File: src/aabb_rigid_transform_unit_assert.svh
// ----------------------------------------------------------------------------
// Assertion macros for the rigid box transform unit
// Immediate-consequence and next-cycle forms; empty when synthesizing.
// ----------------------------------------------------------------------------
`ifndef AABB_RIGID_TRANSFORM_UNIT_ASSERT_SVH
`define AABB_RIGID_TRANSFORM_UNIT_ASSERT_SVH
`ifndef SYNTHESIS
`define ART_ASSERT(name, clk, rst, ante, cons) \
   name: assert property (@(posedge clk) disable iff (rst) (ante) |-> (cons)) \
      else $error("assertion failed");
`define ART_ASSERT_NEXT(name, clk, rst, ante, cons) \
   name: assert property (@(posedge clk) disable iff (rst) (ante) |=> (cons)) \
      else $error("assertion failed");
`else
`define ART_ASSERT(name, clk, rst, ante, cons)
`define ART_ASSERT_NEXT(name, clk, rst, ante, cons)
`endif
`endif

File: src/art_pkg.sv
// ----------------------------------------------------------------------------
// art_pkg
// Shared types, constants and saturation helper for the box transform.
// ----------------------------------------------------------------------------
package art_pkg;

   localparam int NUM_AXES    = 3;
   localparam int NUM_CORNERS = 8;
   localparam int NUM_STAGES  = 8;
   localparam int CSR_AW      = 3;
   localparam int SCALE_SHIFT = 16;
   localparam int CROSS_SHIFT = 30;
   localparam int TERM_SHIFT  = 29;

   typedef logic signed [31:0] fix_type;
   typedef logic signed [65:0] wide_type;
   typedef fix_type vec3_type [NUM_AXES];

   typedef enum logic [CSR_AW-1:0] {
      CSR_SCALE_X = 3'd0,
      CSR_SCALE_Y = 3'd1,
      CSR_SCALE_Z = 3'd2,
      CSR_ROT_W   = 3'd3,
      CSR_ROT_X   = 3'd4,
      CSR_ROT_Y   = 3'd5,
      CSR_ROT_Z   = 3'd6
   } csr_idx_type;

   localparam fix_type SCALE_RESET = 32'sd65536;
   localparam fix_type ROT_W_RESET = 32'sd1073741824;
   localparam fix_type ROT_V_RESET = 32'sd0;

   localparam wide_type SAT_MAX = 66'sd2147483647;
   localparam wide_type SAT_MIN = -66'sd2147483648;

   typedef struct packed {
      logic en_prod;
      logic en_cross;
      logic en_term;
      logic en_sum;
   } lane_ctl_type;

   typedef struct packed {
      logic en_bound;
      logic en_out;
   } red_ctl_type;

   // clamp to the signed 32-bit range
   function automatic fix_type sat32(input wide_type x);
      fix_type res;
      if (x > SAT_MAX) begin
         res = fix_type'(SAT_MAX[31:0]);
      end else if (x < SAT_MIN) begin
         res = fix_type'(SAT_MIN[31:0]);
      end else begin
         res = fix_type'(x[31:0]);
      end
      return res;
   endfunction

endpackage

File: src/art_reduce.sv
// ----------------------------------------------------------------------------
// art_reduce
// Per-axis bounds over the corners, then center and half-extent.
// ----------------------------------------------------------------------------
module art_reduce (
   input  logic                 clock,
   input  art_pkg::red_ctl_type ctl,
   input  art_pkg::vec3_type    corner_r [art_pkg::NUM_CORNERS],
   output art_pkg::vec3_type    center_out,
   output logic [30:0]          half_out [art_pkg::NUM_AXES]
);
   import art_pkg::*;

   vec3_type    lo_ff, hi_ff, lo_in, hi_in;
   vec3_type    center_ff, center_in;
   logic [30:0] half_ff [NUM_AXES];
   logic [30:0] half_in [NUM_AXES];

   always_comb begin
      for (int i = 0; i < NUM_AXES; i++) begin
         lo_in[i] = corner_r[0][i];
         hi_in[i] = corner_r[0][i];
         for (int k = 1; k < NUM_CORNERS; k++) begin
            if (corner_r[k][i] < lo_in[i]) begin
               lo_in[i] = corner_r[k][i];
            end
            if (corner_r[k][i] > hi_in[i]) begin
               hi_in[i] = corner_r[k][i];
            end
         end
      end
   end

   always_comb begin
      logic signed [32:0] sum, dif;
      for (int i = 0; i < NUM_AXES; i++) begin
         sum = 33'(lo_ff[i]) + 33'(hi_ff[i]);
         dif = 33'(hi_ff[i]) - 33'(lo_ff[i]);
         center_in[i] = fix_type'(sum[32:1]);
         half_in[i]   = dif[31:1];
      end
   end

   always_ff @(posedge clock) begin
      if (ctl.en_bound) begin
         lo_ff <= lo_in;
         hi_ff <= hi_in;
      end
      if (ctl.en_out) begin
         center_ff <= center_in;
         half_ff   <= half_in;
      end
   end

   assign center_out = center_ff;
   assign half_out   = half_ff;

endmodule

File: config.mk
export PLATFORM = sky130hd
export DESIGN_NAME = art_reduce
export DESIGN_NICKNAME = d
export VERILOG_FILES = /design/src/aabb_rigid_transform_unit_assert.svh /design/src/art_pkg.sv /design/src/art_reduce.sv
export SDC_FILE = /design/constraint.sdc
export NUM_CORES = 2
export LEC_CHECK = 0
export ABC_AREA = 1
export BUFFER_PORTS_ARGS = -buffer_cell sky130_fd_sc_hd__buf_2
export CAP_MARGIN = 20
export CORE_MARGIN = 2
export CORE_UTILIZATION = 35
export DETAILED_ROUTE_END_ITERATION = 7
export PLACE_DENSITY = 0.65
export SLEW_MARGIN = 0
export SYNTH_ARGS = -nofsm -noshare
export SYNTH_HDL_FRONTEND = slang
export SYNTH_SLANG_ARGS = --single-unit
File: constraint.sdc
create_clock -name clock -period 13.95 [get_ports clock]
set_input_delay 0.6975 -clock clock [delete_from_list [all_inputs] [get_ports clock]]
set_output_delay 0.6975 -clock clock [all_outputs]
set_load 0.03 [all_outputs]
==> results.md <==
- Most common cell on crit path: nand2_1
- Final hold vios: 0
- Total track usage: 30.25%
- CTS max path bufs: 3
- EDFF count, synth: between 300 and 400
- Largest net degree at the start of global routing: 98
- Hold path endpoint: hi_ff[64]
- F_max: 70.34 MHz
- Post-Syn Area per Cell: 6.857 um2
- RSZ-0062 raised after global routing: yes
- Crit end category: register
- Sequential cell area fraction in the yosys report: between 15 and 20%
- Hold_buf cts: 0
- Core Region: 182500 um2
- Setup slack, reg-to-reg: 8.81 ns
- Clock sink count: between 300 and 400
- Fin crit share: 101.9%
- Outcome: complete, but fails checks
- Drt first pass iters: 6
- Critical path required time: 14.28 ns
- Cts bufs inserted: 37
- Synth warnings: 0
- Tightest Pin Transition: 0.9760 ns
- Crit-path max cell delay: 0.58 ns
- Worst slew margin relative to its limit: 34.93%
- WP data arrival: 14.55 ns
- Post-synthesis net count: 11.50k
- Routability Congestion: about 1.1
- Slowest CP cell: or4_1
- Setup WS post-layout: -0.2666 ns
- Post-DP HPWL: 259.9 mm
- Fill cell total of the finished layout: ~18k
- Reg2Reg Depth: 26
- 1st-iter DRT viols: 5795
- Cell Rows: 157
- Final Slew Violations: 0
- Final setup fails: 83
- First-pass GRT wire length: roughly 430 mm
- Most frequent cells in the layout: nand2_1, buf_4, ha_1
- Vias: a little under 80k
- CTS root buf: clkbuf_16
- Worst skew pair latency: 0.59 ns
- Main synth FF type: edfxtp_1
- Total negative slack: -11.78 ns
- Initial antenna violation count: 312
- Crit Path Max Fanout: 32
- Worst Setup Start Kind: input port
- TritonCTS clock tree: yes
- Synth Register Bits: 381
- Fin nets: 14.47k
- WL final: 307.4 mm
- Maxcap violations: 0
- DR vias/cell: ~5.2
- Average wire per standard cell: 20.57 um
- H-tree depth: 2
- Top Metal Used: met5
- Post-Syn Area: 64060 um2
- Async S/R FF share, synth: 0%
- Die Footprint: 186500 um2
- Final ANT Viol Nets: 0
- Reg2Reg Capture Point: half_out[60]
- Share of cells above drive strength 1: 33.74%
- Commonest non-fill, non-tap cell in the layout: nand2_1
- Residual DRC: 0
- Failing checks: setup timing
- Number of global-route vias before repair: 72.17k
- I/O Buffers: 959
- Worst r2r src: hi_ff[33]
- Hold WC Path Type: input port to register
- Routed met2 length: 133.8 mm
- Ports: between 900 and 1k
- Worst path bufs/invs: 16
- Height of the die: roughly 430 um
- Crit path max-delay family: simple AND/OR/NAND/NOR gates
- Cell count after synthesis: 9342
- Hold depth: 3
- Clk_skew: 0.03436 ns
- Clock transition at path regs: 0.07 ns
- Beginning of the worst hold path: corner_r[64]
- Routed wl met3: roughly 15 mm
- Initial Util: 35.10%
- Die W: about 430 um
- M1 wire length: 128.3 mm
- Yosys cell types: 60
- Congestion Overflow GR: 0
- WHS: roughly 0.47 ns
- Crit path kind: input port to register
- Min Tclk post-route: 14.22 ns
- Area grow syn2layout: 49.64%
## logic make-up (layout without fill, tap and decap cells)
family	after synthesis	count (layout)	synth area share, %
and+or+nand+nor	3936	3949	26.25
AOI/OAI and AO/OA	2213	2213	18.61
adders and majority gates	1389	1389	27.20
buffers and inverters	1242	4227	7.600
DFF	381	381	17.86
xor gates and xnor gates	181	181	2.475
other	0	220	0
## stage by stage
| stage | cells | cell area (um2) | util, % | worst slack [ns] |
|---|---|---|---|---|
| 2_1_floorplan | 9342 | 64060 | - | 0.2051 |
| 3_3_place_gp | 14450 | 86720 | 47.52 | -2.261 |
| 3_5_place_dp | 14450 | 86720 | 47.52 | -2.481 |
| 4_1_cts | 14560 | 89200 | 48.88 | -0.2694 |
| 5_1_grt | 14920 | 95800 | 52.49 | -1.162 |
| 6_report | 14950 | 95860 | 52.53 | -0.2666 |
## how the worst max path moves through the flow
stage / from / to / slack (ns) / depth (start not counted)
floorplan: corner_r[767] / hi_ff[75] / 0.21 / 80
global placement: corner_r[767] / hi_ff[94] / -2.26 / 83
detailed placement: corner_r[767] / hi_ff[65] / -2.48 / 86
CTS: corner_r[741] / hi_ff[65] / -0.27 / 94
global route: corner_r[703] / hi_ff[5] / -1.16 / 95
finish: corner_r[603] / hi_ff[3] / -0.27 / 82
## layout make-up
class                      instances  area [um2]  area share (%)
antenna                          220       550.5          0.5743
clock buffer                      40       958.4          0.9998
clock inverter                    28       355.3          0.3707
inverter                         906        3431           3.579
multi-input combinational       7732       52050           54.30
sequential                       381       11440           11.94
tap                             2385        2984           3.113
timing repair buffer            3253       24090           25.13
## routing by layer
metal / track usage [%] / vias to the layer above
met2: 46.20 / 2734
met4: 26.92 / 34
li1: - / 38700
met5: 0 / -
met3: 2.751 / 890
met1: 38.01 / 35490
## sequential cells by signal (all words and copies together) (netlist names)
register / flops
center_out: 96
hi_ff: 96
lo_ff: 96
half_out: 93
## Yosys cell counts, drive strengths merged (2+ instances only)
library cell,number,share of area (%)
o211ai,11,0.13
nor3b,4,0.055
dlygate4sd1,4,0.055
edfxtp,381,18
nor2,415,2.4
nor4b,2,0.027
and3,2,0.020
or2,7,0.068
o21bai,43,0.50
clkinv,2,0.012
buf,68,0.66
nor4,42,0.41
o31ai,18,0.21
a21oi,748,5.9
nand4,243,2.4
o21a,12,0.14
clkbuf,263,1.6
nand3b,11,0.13
o221a,21,0.37
a221oi,5,0.068
inv,904,5.3
nand2,2597,16
nand3,529,4.5
or4,6,0.070
a31oi,19,0.19
ha,1383,27
o21ai,1188,9.3
or3,2,0.020
o221ai,19,0.26
and2,6,0.059
a211oi,92,1.1
a2111oi,20,0.27
o2111ai,3,0.041
a21o,11,0.13
nor3,68,0.53
xnor2,10,0.14
xor2,171,2.3
o211a,2,0.031
fa,6,0.19
## what timing repair did
item | in CTS | in global routing
buffers inserted | 23 | 117
setup endpoints to repair | 192 | 192
gates cloned | 13 | 57
pin swaps | 48 | 209
resized for setup | 376 | 1108
## worst register-to-register path, cell delays in order, from the launching register on
cell	delay, ns
edfxtp_1	0.41
inv_1	0.11
fa_1	0.45
o31ai_1	0.42
a21oi_1	0.15
o21bai_1	0.22
a21oi_1	0.11
nor2_1	0.11
nor2_1	0.07
o31ai_1	0.35
a31oi_1	0.19
inv_1	0.09
a21oi_1	0.06
o21bai_1	0.26
a21oi_1	0.16
inv_1	0.08
a21oi_1	0.07
o21bai_1	0.22
a21oi_1	0.10
o21bai_1	0.21
nand3_1	0.10
nand2_1	0.12
nand3_1	0.08
nand2_1	0.11
inv_1	0.07
o31ai_1	0.24
xor2_1	0.33
Power is left out: the tool's default activity adds up to more than one toggle a clock period on the data nets, which glitch-free logic cannot reach.
